`src/rtl/core/qpc_pkg.sv`:
```
package qpc_pkg;

  localparam int unsigned DET_W     = 32;
  localparam int unsigned CHG_W     = 33;
  localparam int unsigned STEP_W    = 5;
  localparam int unsigned MAG_W     = 4;
  localparam int unsigned STEPS_W   = 8;
  localparam int unsigned RAW_W     = 41;
  localparam int unsigned TIME_W    = 32;
  localparam int unsigned CFG_IDX_W = 3;

  localparam int unsigned MUL_STEPS = STEPS_W;
  localparam int unsigned DIV_STEPS = RAW_W;
  localparam int unsigned CNT_W     = $clog2(DIV_STEPS);

  localparam logic [CFG_IDX_W-1:0] CFG_MIN_DETENT = 3'd0;
  localparam logic [CFG_IDX_W-1:0] CFG_MAX_DETENT = 3'd1;
  localparam logic [CFG_IDX_W-1:0] CFG_WRAP_MODE  = 3'd2;
  localparam logic [CFG_IDX_W-1:0] CFG_ACCEL_EN   = 3'd3;
  localparam logic [CFG_IDX_W-1:0] CFG_STEPS      = 3'd4;

  localparam logic [STEPS_W-1:0] STEPS_RESET = 8'd4;

  typedef enum logic [1:0] {
    CMD_SAMPLE = 2'd0,
    CMD_READ   = 2'd1,
    CMD_LOAD   = 2'd2,
    CMD_CLEAR  = 2'd3
  } cmd_e;

  typedef enum logic {
    OP_MUL = 1'b0,
    OP_DIV = 1'b1
  } arith_op_e;

  typedef struct packed {
    logic      start;
    arith_op_e op;
  } arith_req_t;

  typedef enum logic [2:0] {
    S_IDLE,
    S_START,
    S_MUL_LO,
    S_MUL_HI,
    S_MOVE,
    S_LOAD,
    S_DIV_GO,
    S_DIV
  } state_e;

  localparam logic signed [1:0] DIR_TABLE [16] = '{
    2'sd0, -2'sd1, 2'sd1, 2'sd0, 2'sd1, 2'sd0, 2'sd0, -2'sd1,
    -2'sd1, 2'sd0, 2'sd0, 2'sd1, 2'sd0, 2'sd1, -2'sd1, 2'sd0
  };

  function automatic logic [MAG_W-1:0] accel_mag(input logic enable,
                                                 input logic [TIME_W-1:0] gap);
    logic [MAG_W-1:0] mag;
    if (!enable) begin
      mag = 4'd1;
    end else if (gap < 32'd30) begin
      mag = 4'd10;
    end else if (gap < 32'd50) begin
      mag = 4'd7;
    end else if (gap < 32'd80) begin
      mag = 4'd5;
    end else if (gap < 32'd120) begin
      mag = 4'd3;
    end else if (gap < 32'd180) begin
      mag = 4'd2;
    end else begin
      mag = 4'd1;
    end
    return mag;
  endfunction

endpackage

```
`src/rtl/core/qpc_arith.sv`:
```
module qpc_arith import qpc_pkg::*; (
  input  logic                    clk_i,
  input  logic                    rst_ni,
  input  arith_req_t              req_i,
  input  logic signed [RAW_W-1:0] opnd_i,
  input  logic [STEPS_W-1:0]      steps_i,
  output logic                    done_o,
  output logic signed [RAW_W-1:0] result_o
);

  localparam logic [CNT_W-1:0] MUL_LAST = CNT_W'(MUL_STEPS - 1);
  localparam logic [CNT_W-1:0] DIV_LAST = CNT_W'(DIV_STEPS - 1);

  logic                    busy_q, busy_d;
  logic                    done_q, done_d;
  arith_op_e               op_q, op_d;
  logic [CNT_W-1:0]        cnt_q, cnt_d;
  logic signed [RAW_W-1:0] acc_q, acc_d;
  logic [RAW_W-1:0]        opnd_q, opnd_d;
  logic [STEPS_W-1:0]      rem_q, rem_d;
  logic [STEPS_W-1:0]      mult_q, mult_d;
  logic                    neg_q, neg_d;

  logic [STEPS_W:0]        trial;
  logic [STEPS_W:0]        diff;
  logic                    fits;
  logic [CNT_W-1:0]        last;

  assign trial = {rem_q, opnd_q[RAW_W-1]};
  assign diff  = trial - {1'b0, steps_i};
  assign fits  = (trial >= {1'b0, steps_i});
  assign last  = (op_q == OP_MUL) ? MUL_LAST : DIV_LAST;

  always_comb begin
    busy_d = busy_q;
    done_d = 1'b0;
    op_d   = op_q;
    cnt_d  = cnt_q;
    acc_d  = acc_q;
    opnd_d = opnd_q;
    rem_d  = rem_q;
    mult_d = mult_q;
    neg_d  = neg_q;
    if (req_i.start) begin
      busy_d = 1'b1;
      op_d   = req_i.op;
      cnt_d  = '0;
      acc_d  = '0;
      rem_d  = '0;
      mult_d = steps_i;
      if (req_i.op == OP_MUL) begin
        opnd_d = opnd_i;
        neg_d  = 1'b0;
      end else begin
        neg_d  = opnd_i[RAW_W-1];
        opnd_d = opnd_i[RAW_W-1] ? -opnd_i : opnd_i;
      end
    end else if (busy_q) begin
      if (op_q == OP_MUL) begin
        if (mult_q[0]) begin
          acc_d = acc_q + opnd_q;
        end
        opnd_d = {opnd_q[RAW_W-2:0], 1'b0};
        mult_d = {1'b0, mult_q[STEPS_W-1:1]};
      end else begin
        rem_d  = fits ? diff[STEPS_W-1:0] : trial[STEPS_W-1:0];
        opnd_d = {opnd_q[RAW_W-2:0], fits};
      end
      cnt_d = cnt_q + 1'b1;
      if (cnt_q == last) begin
        busy_d = 1'b0;
        done_d = 1'b1;
      end
    end
  end

  always_ff @(posedge clk_i or negedge rst_ni) begin
    if (!rst_ni) begin
      busy_q <= 1'b0;
      done_q <= 1'b0;
      op_q   <= OP_MUL;
      cnt_q  <= '0;
    end else begin
      busy_q <= busy_d;
      done_q <= done_d;
      op_q   <= op_d;
      cnt_q  <= cnt_d;
    end
  end

  always_ff @(posedge clk_i) begin
    acc_q  <= acc_d;
    opnd_q <= opnd_d;
    rem_q  <= rem_d;
    mult_q <= mult_d;
    neg_q  <= neg_d;
  end

  assign done_o   = done_q;
  assign result_o = (op_q == OP_MUL) ? acc_q :
                    (neg_q ? -$signed(opnd_q) : $signed(opnd_q));

endmodule

```
`src/rtl/core/quadrature_position_counter.sv`:
```
// Quadrature position counter with speed-dependent acceleration. Each input word
// carries a command: a pin sample that decodes the A/B transition and moves the raw
// count (wrapping or clamping at the bounds scaled by steps per detent), a read of the
// detent change since the previous read, a position load, or a position clear. Every
// word returns one result word with the detent position, the change and the raw step
// applied. One shared serial unit does the bound and load multiplications and the
// detent division. The block takes no new word while one is in work, but accepts the
// next word while one finished result waits in the output register; it takes none
// while a second finished result is still pending behind that one.
module quadrature_position_counter import qpc_pkg::*; (
  input  logic                     clk_i,
  input  logic                     rst_ni,
  input  logic                     cfg_we_i,
  input  logic [CFG_IDX_W-1:0]     cfg_index_i,
  input  logic [DET_W-1:0]         cfg_wdata_i,
  input  logic                     in_valid_i,
  output logic                     in_ready_o,
  input  logic [1:0]               cmd_i,
  input  logic                     pin_a_i,
  input  logic                     pin_b_i,
  input  logic [TIME_W-1:0]        time_ms_i,
  input  logic signed [DET_W-1:0]  load_value_i,
  output logic                     out_valid_o,
  input  logic                     out_ready_i,
  output logic signed [DET_W-1:0]  detent_position_o,
  output logic signed [CHG_W-1:0]  change_o,
  output logic signed [STEP_W-1:0] step_applied_o
);

  state_e state_q, state_d;

  logic signed [DET_W-1:0]  min_q, max_q;
  logic                     wrap_q, accel_q;
  logic [STEPS_W-1:0]       steps_q;

  cmd_e                     cmd_q, cmd_d;
  logic [1:0]               prior_ab_q, prior_ab_d;
  logic signed [RAW_W-1:0]  raw_q, raw_d;
  logic signed [DET_W-1:0]  last_read_q, last_read_d;
  logic [TIME_W-1:0]        last_move_q, last_move_d;
  logic signed [STEP_W-1:0] step_q, step_d;
  logic                     moving_q, moving_d;
  logic signed [DET_W-1:0]  load_q, load_d;
  logic signed [RAW_W-1:0]  lo_q, lo_d;
  logic signed [RAW_W-1:0]  hi_q, hi_d;
  logic signed [DET_W-1:0]  det_w_q, det_w_d;
  logic signed [CHG_W-1:0]  chg_w_q, chg_w_d;
  logic                     res_pend_q, res_pend_d;

  logic                     out_valid_q, out_valid_d;
  logic signed [DET_W-1:0]  det_o_q, det_o_d;
  logic signed [CHG_W-1:0]  chg_o_q, chg_o_d;
  logic signed [STEP_W-1:0] step_o_q, step_o_d;

  logic                     accept;
  logic [STEPS_W-1:0]       s_eff;
  logic signed [1:0]        dir;
  logic [TIME_W-1:0]        gap;
  logic [MAG_W-1:0]         mag;
  logic signed [STEP_W-1:0] step_new;
  logic signed [RAW_W-1:0]  next_raw;
  logic signed [DET_W-1:0]  det_new;
  logic                     out_free;

  arith_req_t               areq;
  logic signed [RAW_W-1:0]  a_opnd;
  logic                     a_done;
  logic signed [RAW_W-1:0]  a_result;

  qpc_arith u_arith (
    .clk_i    (clk_i),
    .rst_ni   (rst_ni),
    .req_i    (areq),
    .opnd_i   (a_opnd),
    .steps_i  (s_eff),
    .done_o   (a_done),
    .result_o (a_result)
  );

  assign in_ready_o = (state_q == S_IDLE) && !res_pend_q;
  assign accept     = in_valid_i && in_ready_o;
  assign out_free   = !out_valid_q || out_ready_i;

  assign s_eff    = (steps_q == '0) ? STEPS_W'(1) : steps_q;
  assign dir      = DIR_TABLE[{prior_ab_q, pin_b_i, pin_a_i}];
  assign gap      = time_ms_i - last_move_q;
  assign mag      = accel_mag(accel_q, gap);
  assign step_new = dir[1] ? -$signed({1'b0, mag}) : $signed({1'b0, mag});
  assign next_raw = raw_q + RAW_W'(step_q);
  assign det_new  = a_result[DET_W-1:0];

  always_comb begin
    state_d = state_q;
    case (state_q)
      S_IDLE: begin
        if (accept) begin
          state_d = S_START;
        end
      end
      S_START: begin
        if (moving_q) begin
          state_d = S_MUL_LO;
        end else if (cmd_q == CMD_LOAD) begin
          state_d = S_LOAD;
        end else begin
          state_d = S_DIV_GO;
        end
      end
      S_MUL_LO: begin
        if (a_done) begin
          state_d = S_MUL_HI;
        end
      end
      S_MUL_HI: begin
        if (a_done) begin
          state_d = S_MOVE;
        end
      end
      S_MOVE:   state_d = S_DIV_GO;
      S_LOAD: begin
        if (a_done) begin
          state_d = S_DIV_GO;
        end
      end
      S_DIV_GO: state_d = S_DIV;
      S_DIV: begin
        if (a_done) begin
          state_d = S_IDLE;
        end
      end
      default:  state_d = S_IDLE;
    endcase
  end

  always_comb begin
    areq.start = 1'b0;
    areq.op    = OP_MUL;
    a_opnd     = RAW_W'(raw_q);
    case (state_q)
      S_START: begin
        if (moving_q) begin
          areq.start = 1'b1;
          a_opnd     = RAW_W'(min_q);
        end else if (cmd_q == CMD_LOAD) begin
          areq.start = 1'b1;
          a_opnd     = RAW_W'(load_q);
        end
      end
      S_MUL_LO: begin
        areq.start = a_done;
        a_opnd     = RAW_W'(max_q);
      end
      S_DIV_GO: begin
        areq.start = 1'b1;
        areq.op    = OP_DIV;
      end
      default: begin
        areq.start = 1'b0;
      end
    endcase
  end

  always_comb begin
    cmd_d       = cmd_q;
    prior_ab_d  = prior_ab_q;
    raw_d       = raw_q;
    last_read_d = last_read_q;
    last_move_d = last_move_q;
    step_d      = step_q;
    moving_d    = moving_q;
    load_d      = load_q;
    lo_d        = lo_q;
    hi_d        = hi_q;
    det_w_d     = det_w_q;
    chg_w_d     = chg_w_q;
    res_pend_d  = res_pend_q;
    out_valid_d = out_valid_q;
    det_o_d     = det_o_q;
    chg_o_d     = chg_o_q;
    step_o_d    = step_o_q;

    if (out_ready_i) begin
      out_valid_d = 1'b0;
    end
    if (res_pend_q && out_free) begin
      res_pend_d  = 1'b0;
      out_valid_d = 1'b1;
      det_o_d     = det_w_q;
      chg_o_d     = chg_w_q;
      step_o_d    = step_q;
    end

    if (accept) begin
      cmd_d    = cmd_e'(cmd_i);
      load_d   = load_value_i;
      step_d   = '0;
      moving_d = 1'b0;
      if (cmd_e'(cmd_i) == CMD_SAMPLE) begin
        prior_ab_d = {pin_b_i, pin_a_i};
        if (dir != 2'sd0) begin
          moving_d    = 1'b1;
          step_d      = step_new;
          last_move_d = time_ms_i;
        end
      end else if (cmd_e'(cmd_i) == CMD_CLEAR) begin
        raw_d       = '0;
        last_read_d = '0;
      end
    end

    case (state_q)
      S_MUL_LO: begin
        if (a_done) begin
          lo_d = a_result;
        end
      end
      S_MUL_HI: begin
        if (a_done) begin
          hi_d = a_result + RAW_W'(s_eff - STEPS_W'(1));
        end
      end
      S_MOVE: begin
        if (wrap_q) begin
          if (next_raw > hi_q) begin
            raw_d = lo_q;
          end else if (next_raw < lo_q) begin
            raw_d = hi_q;
          end else begin
            raw_d = next_raw;
          end
        end else begin
          if (next_raw > hi_q) begin
            raw_d = hi_q;
          end else if (next_raw < lo_q) begin
            raw_d = lo_q;
          end else begin
            raw_d = next_raw;
          end
        end
      end
      S_LOAD: begin
        if (a_done) begin
          raw_d = a_result;
        end
      end
      S_DIV: begin
        if (a_done) begin
          det_w_d    = det_new;
          chg_w_d    = '0;
          res_pend_d = 1'b1;
          if (cmd_q == CMD_READ) begin
            chg_w_d     = CHG_W'(det_new) - CHG_W'(last_read_q);
            last_read_d = det_new;
          end
        end
      end
      default: begin
        res_pend_d = res_pend_d;
      end
    endcase
  end

  always_ff @(posedge clk_i or negedge rst_ni) begin
    if (!rst_ni) begin
      state_q     <= S_IDLE;
      min_q       <= {1'b1, {(DET_W-1){1'b0}}};
      max_q       <= {1'b0, {(DET_W-1){1'b1}}};
      wrap_q      <= 1'b0;
      accel_q     <= 1'b0;
      steps_q     <= STEPS_RESET;
      prior_ab_q  <= '0;
      raw_q       <= '0;
      last_read_q <= '0;
      last_move_q <= '0;
      res_pend_q  <= 1'b0;
      out_valid_q <= 1'b0;
    end else begin
      state_q     <= state_d;
      prior_ab_q  <= prior_ab_d;
      raw_q       <= raw_d;
      last_read_q <= last_read_d;
      last_move_q <= last_move_d;
      res_pend_q  <= res_pend_d;
      out_valid_q <= out_valid_d;
      if (cfg_we_i) begin
        case (cfg_index_i)
          CFG_MIN_DETENT: min_q   <= cfg_wdata_i;
          CFG_MAX_DETENT: max_q   <= cfg_wdata_i;
          CFG_WRAP_MODE:  wrap_q  <= cfg_wdata_i[0];
          CFG_ACCEL_EN:   accel_q <= cfg_wdata_i[0];
          CFG_STEPS:      steps_q <= cfg_wdata_i[STEPS_W-1:0];
          default:        steps_q <= steps_q;
        endcase
      end
    end
  end

  always_ff @(posedge clk_i) begin
    cmd_q    <= cmd_d;
    step_q   <= step_d;
    moving_q <= moving_d;
    load_q   <= load_d;
    lo_q     <= lo_d;
    hi_q     <= hi_d;
    det_w_q  <= det_w_d;
    chg_w_q  <= chg_w_d;
    det_o_q  <= det_o_d;
    chg_o_q  <= chg_o_d;
    step_o_q <= step_o_d;
  end

  assign out_valid_o       = out_valid_q;
  assign detent_position_o = det_o_q;
  assign change_o          = chg_o_q;
  assign step_applied_o    = step_o_q;

endmodule
```
`config.mk`:
```
export PLATFORM = sky130hd
export DESIGN_NAME = quadrature_position_counter
export DESIGN_NICKNAME = d
export VERILOG_FILES = /design/src/rtl/core/qpc_pkg.sv /design/src/rtl/core/qpc_arith.sv /design/src/rtl/core/quadrature_position_counter.sv
export SDC_FILE = /design/constraint.sdc
export NUM_CORES = 1
export LEC_CHECK = 0
export BUFFER_PORTS_ARGS = -buffer_cell sky130_fd_sc_hd__buf_2
export CORE_MARGIN = 3
export CORE_UTILIZATION = 35
export CTS_BUF_LIST = sky130_fd_sc_hd__clkbuf_4 sky130_fd_sc_hd__clkbuf_8
export CTS_CLUSTER_DIAMETER = 100
export CTS_CLUSTER_SIZE = 20
export DETAILED_ROUTE_END_ITERATION = 12
export PLACE_DENSITY = 0.5
export SLEW_MARGIN = 20
export SYNTH_ARGS = -nofsm -noshare
export SYNTH_HDL_FRONTEND = slang
export SYNTH_HIERARCHICAL = 1
export SYNTH_SLANG_ARGS = --single-unit
```
`constraint.sdc`:
```
create_clock -name clk_i -period 15.2 [get_ports clk_i]
set_input_delay 2.28 -clock clk_i [delete_from_list [all_inputs] [get_ports clk_i]]
set_output_delay 2.28 -clock clk_i [all_outputs]
set_load 0.005 [all_outputs]
```
==> run_results.csv <==
group,metric,value,unit
clock_tree,clk_path_buf_depth,3,
yosys,synth.avg_cell_area,9.68,sq um
clock_tree,clk_latency,740,ps
critical_path,crit_arrival,7820,ps
hold_path,min_path_type,"reg -> reg",
yosys,yosys.area.top_type_share,0.255,
floorplanning,core,102000,sq um
floorplanning,dieArea,107000,sq um
yosys,synth-main-ff-cell,"edfxtp_1",
critical_path,cp_max_fo,87,
yosys,synthTopCellsByArea,"edfxtp_1 26%, dfrtp_1 11%, ha_1 9.7%",
grt,grt_pass1_vias,27600,
route,first_pass_iters,5,
route,wl,112000,um
floorplanning,placementRows,117,
cells_and_area,area_delta_synth_final,9.46,%
place,dpl.hpwl,83800,um
pwr,ir_drop,0.169,mV
cells_and_area,fin_nets,4248,
yosys,syn_area,36100,sq um
timing,fin_crit_sh,0.477,
timing,maxSlewHeadroom,0.226,
floorplanning,die_y,327,um
cells_and_area,utilization,0.387,
yosys,yosysWarnings,6,
clock_tree,clock-root-buffer,"clkbuf_8",
timing,maxSlewViolCount,0,
timing,tns,0,ps
yosys,ys_types,97,
pwr,p_total,8.92,mW
critical_path,crit_path_top_delay_cell,"buf_4",
route,vias_per_cell,5.50,
route,drc_errors,0,
yosys,synth_cells,3731,
timing,finalHoldViolations,0,
grt,grt_overflow,0,
yosys,synth-edff-count,307,
yosys,ys_ff_latch,551,
critical_path,critical_path_class,"reg -> reg",
grt,grt_pass1_wl,170000,um
place,placedInstanceArea,38700,sq um
critical_path,start_kind,"flop",
timing,grt_setup_unrepaired,"false",
clock_tree,cts.sinks,551,
critical_path,max_stage_delay,610,ps
yosys,synth_fp_nets,4125,
timing,period_needed,7250,ps
yosys,synth_top_area_cell,"edfxtp_1",
floorplanning,die_w,327,um
floorplanning,start_util,0.354,
clock_tree,postCtsSetupRepairBufs,0,
critical_path,path_cells,"buf_4, ha_1, a21o_1, or3_1, o21ai_1, o31a_1, o21ai_0, a221oi_1, o21ai_0, a21oi_1, xnor2_1, ha_1, and3_1, nand4_1, or3_1, o41ai_1, o32a_2, buf_4, nand2_1, or2_2, o21ba_2",
cells_and_area,drive_above_1_share,0.143,
outcome,status,"finished, final reports clean",
yosys,ys_seq_area_frac,0.419,
timing,worst_slew_pin_slew,1160,ps
critical_path,crit_required,15780,ps
clock_tree,cts.repair.resized,0,
clock_tree,tritoncts,"done",
run,cap_violations,0,
timing,setup_viol,0,
pwr,power_density,226,nW/um^2
grt,grt_max_degree,88,
cells_and_area,final_cell_mix,"344 x a21oi_1, 309 x nor2_1, 307 x edfxtp_1",
timing,finClkSkew,79.4,ps
cells_and_area,final_common_cell,"a21oi_1",
place,portBuffers,179,
route,drt_iter0_markers,2297,
place,gp_congestion,0.912,
route,wl_per_cell,21.3,um
cells_and_area,postLayoutCellArea,39500,sq um
yosys,async_flop_share,0.354,
route,vias,28900,
grt,track_usage,0.205,
grt,grt_antenna_before_repair,10,
clock_tree,htree_levels,2,
clock_tree,cts_buffers,39,
clock_tree,cts.clk_slew.worst_paths,140,ps
critical_path,endpoint_kind,"flop",
route,ant_nets,0,
pwr,static-leakage-power,16.1,nW
floorplanning,ioPinCount,180,
clock_tree,hold_buffers,0,
timing,fmax,138,MHz
cells_and_area,fillers,10300,
final cells by class:
| class | instances | area [sq um] | area share |
|---|---|---|---|
| multi-input cells | 2798 | 19600 | 0.496 |
| flip-flops and latches | 551 | 15100 | 0.383 |
| well taps | 1368 | 1710 | 0.0433 |
| repair buffers | 244 | 1390 | 0.0353 |
| inverters | 220 | 826 | 0.0209 |
| clock buffers | 52 | 634 | 0.0161 |
| clock inverters | 17 | 225 | 0.00570 |
| diodes | 2 | 5.00 | 0.000127 |
kinds of logic (layout without fill, tap and decap cells):
family	count (synthesis)	in the layout	synth area share
compound gates	1155	1155	0.209
xor+xnor	236	236	0.0573
fa+ha+maj	286	286	0.100
buf+inv	382	533	0.0406
flops	551	551	0.419
mux	146	146	0.0453
other cells	0	2	0
simple gates	975	975	0.128
cells in the mapped netlist (all sizes together), types with 18 or more instances:
cell type and n:
ha 280, a221oi 26, a22o 38, xor2 109
or3 27, dfxtp 49, o21ai 228, a211oi 36
o21a 22, dfrtp 162, nor2 313, and3 34
a22oi 50, buf 22, nand3 54, dfstp 33
nor3 42, o41ai 18, o21bai 22, o211ai 54
o31ai 32, mux2 128, edfxtp 307, nand2 280
nand2b 43, a21oi 346, a31oi 45, a21o 104
inv 220, and2 21, or2 25, clkbuf 140
or4 18, xnor2 127, nor2b 35, nand4 39
power breakdown:
part / leakage (nW) / switching [mW] / internal [mW]
sequential: 5.62 / 0.420 / 2.03
clock: 0.442 / 0.558 / 0.328
combinational: 10.1 / 3.42 / 2.17
per-layer routing:
layer / vias up / track usage / part of all wire
met5: - / 0 / 0.00024
met4: 4 / 0.0483 / 0.021
met3: 107 / 0.0243 / 0.056
met2: 806 / 0.311 / 0.43
met1: 14000 / 0.309 / 0.49
li1: 14000 / - / -
state kept, by name (all words and copies together) (netlist names), 5 cells and up:
register and cells:
u_arith/opnd_q 41, lo_q 41, u_arith/cnt_q 6, step_q 5
max_q 32, steps_q 8, u_arith/acc_q 41, last_move_q 32
det_w_q 32, load_q 32, change_o 33, u_arith/mult_q 8
hi_q 41, raw_q 41, chg_w_q 33, min_q 32
last_read_q 32, step_applied_o 5, detent_position_o 32, u_arith/rem_q 8
metrics by stage:
step	hold slack (ps)	worst slack, ps	instances
after floorplan	400	9100	3731
after CTS	429	7960	5250
after global routing	442	7410	5251
after detailed placement	405	8050	5181
after global placement	403	8200	5181
final	419	7950	5252
worst max-delay path: cells and delay by family (launching register included):
| kind | cells | cell delay [ps] |
|---|---|---|
| xor+xnor | 1 | 150 |
| flops | 1 | 350 |
| compound gates | 10 | 2850 |
| simple gates | 6 | 1950 |
| fa+ha+maj | 2 | 740 |
| buf+inv | 2 | 1000 |
final timing paths:
path,from,endpoint,slack [ps],depth (start not counted)
setup / recovery,step_q[4]$_SDFFCE_PN0P_,raw_q[39]$_DFF_PN0_,7950,21
hold / removal,chg_w_q[16]$_SDFFCE_PN0P_,change_o[16]$_DFFE_PP_,420,0
setup reg to reg,step_q[4]$_SDFFCE_PN0P_,raw_q[39]$_DFF_PN0_,7950,21
hold reg to reg,chg_w_q[16]$_SDFFCE_PN0P_,change_o[16]$_DFFE_PP_,420,0
max in group asynchronous,rst_ni,u_arith/op_q$_DFFE_PN0P_,12140,2
min in group asynchronous,rst_ni,out_valid_o$_DFFE_PN0P_,1580,1
Power figures use the tool's default switching activity.
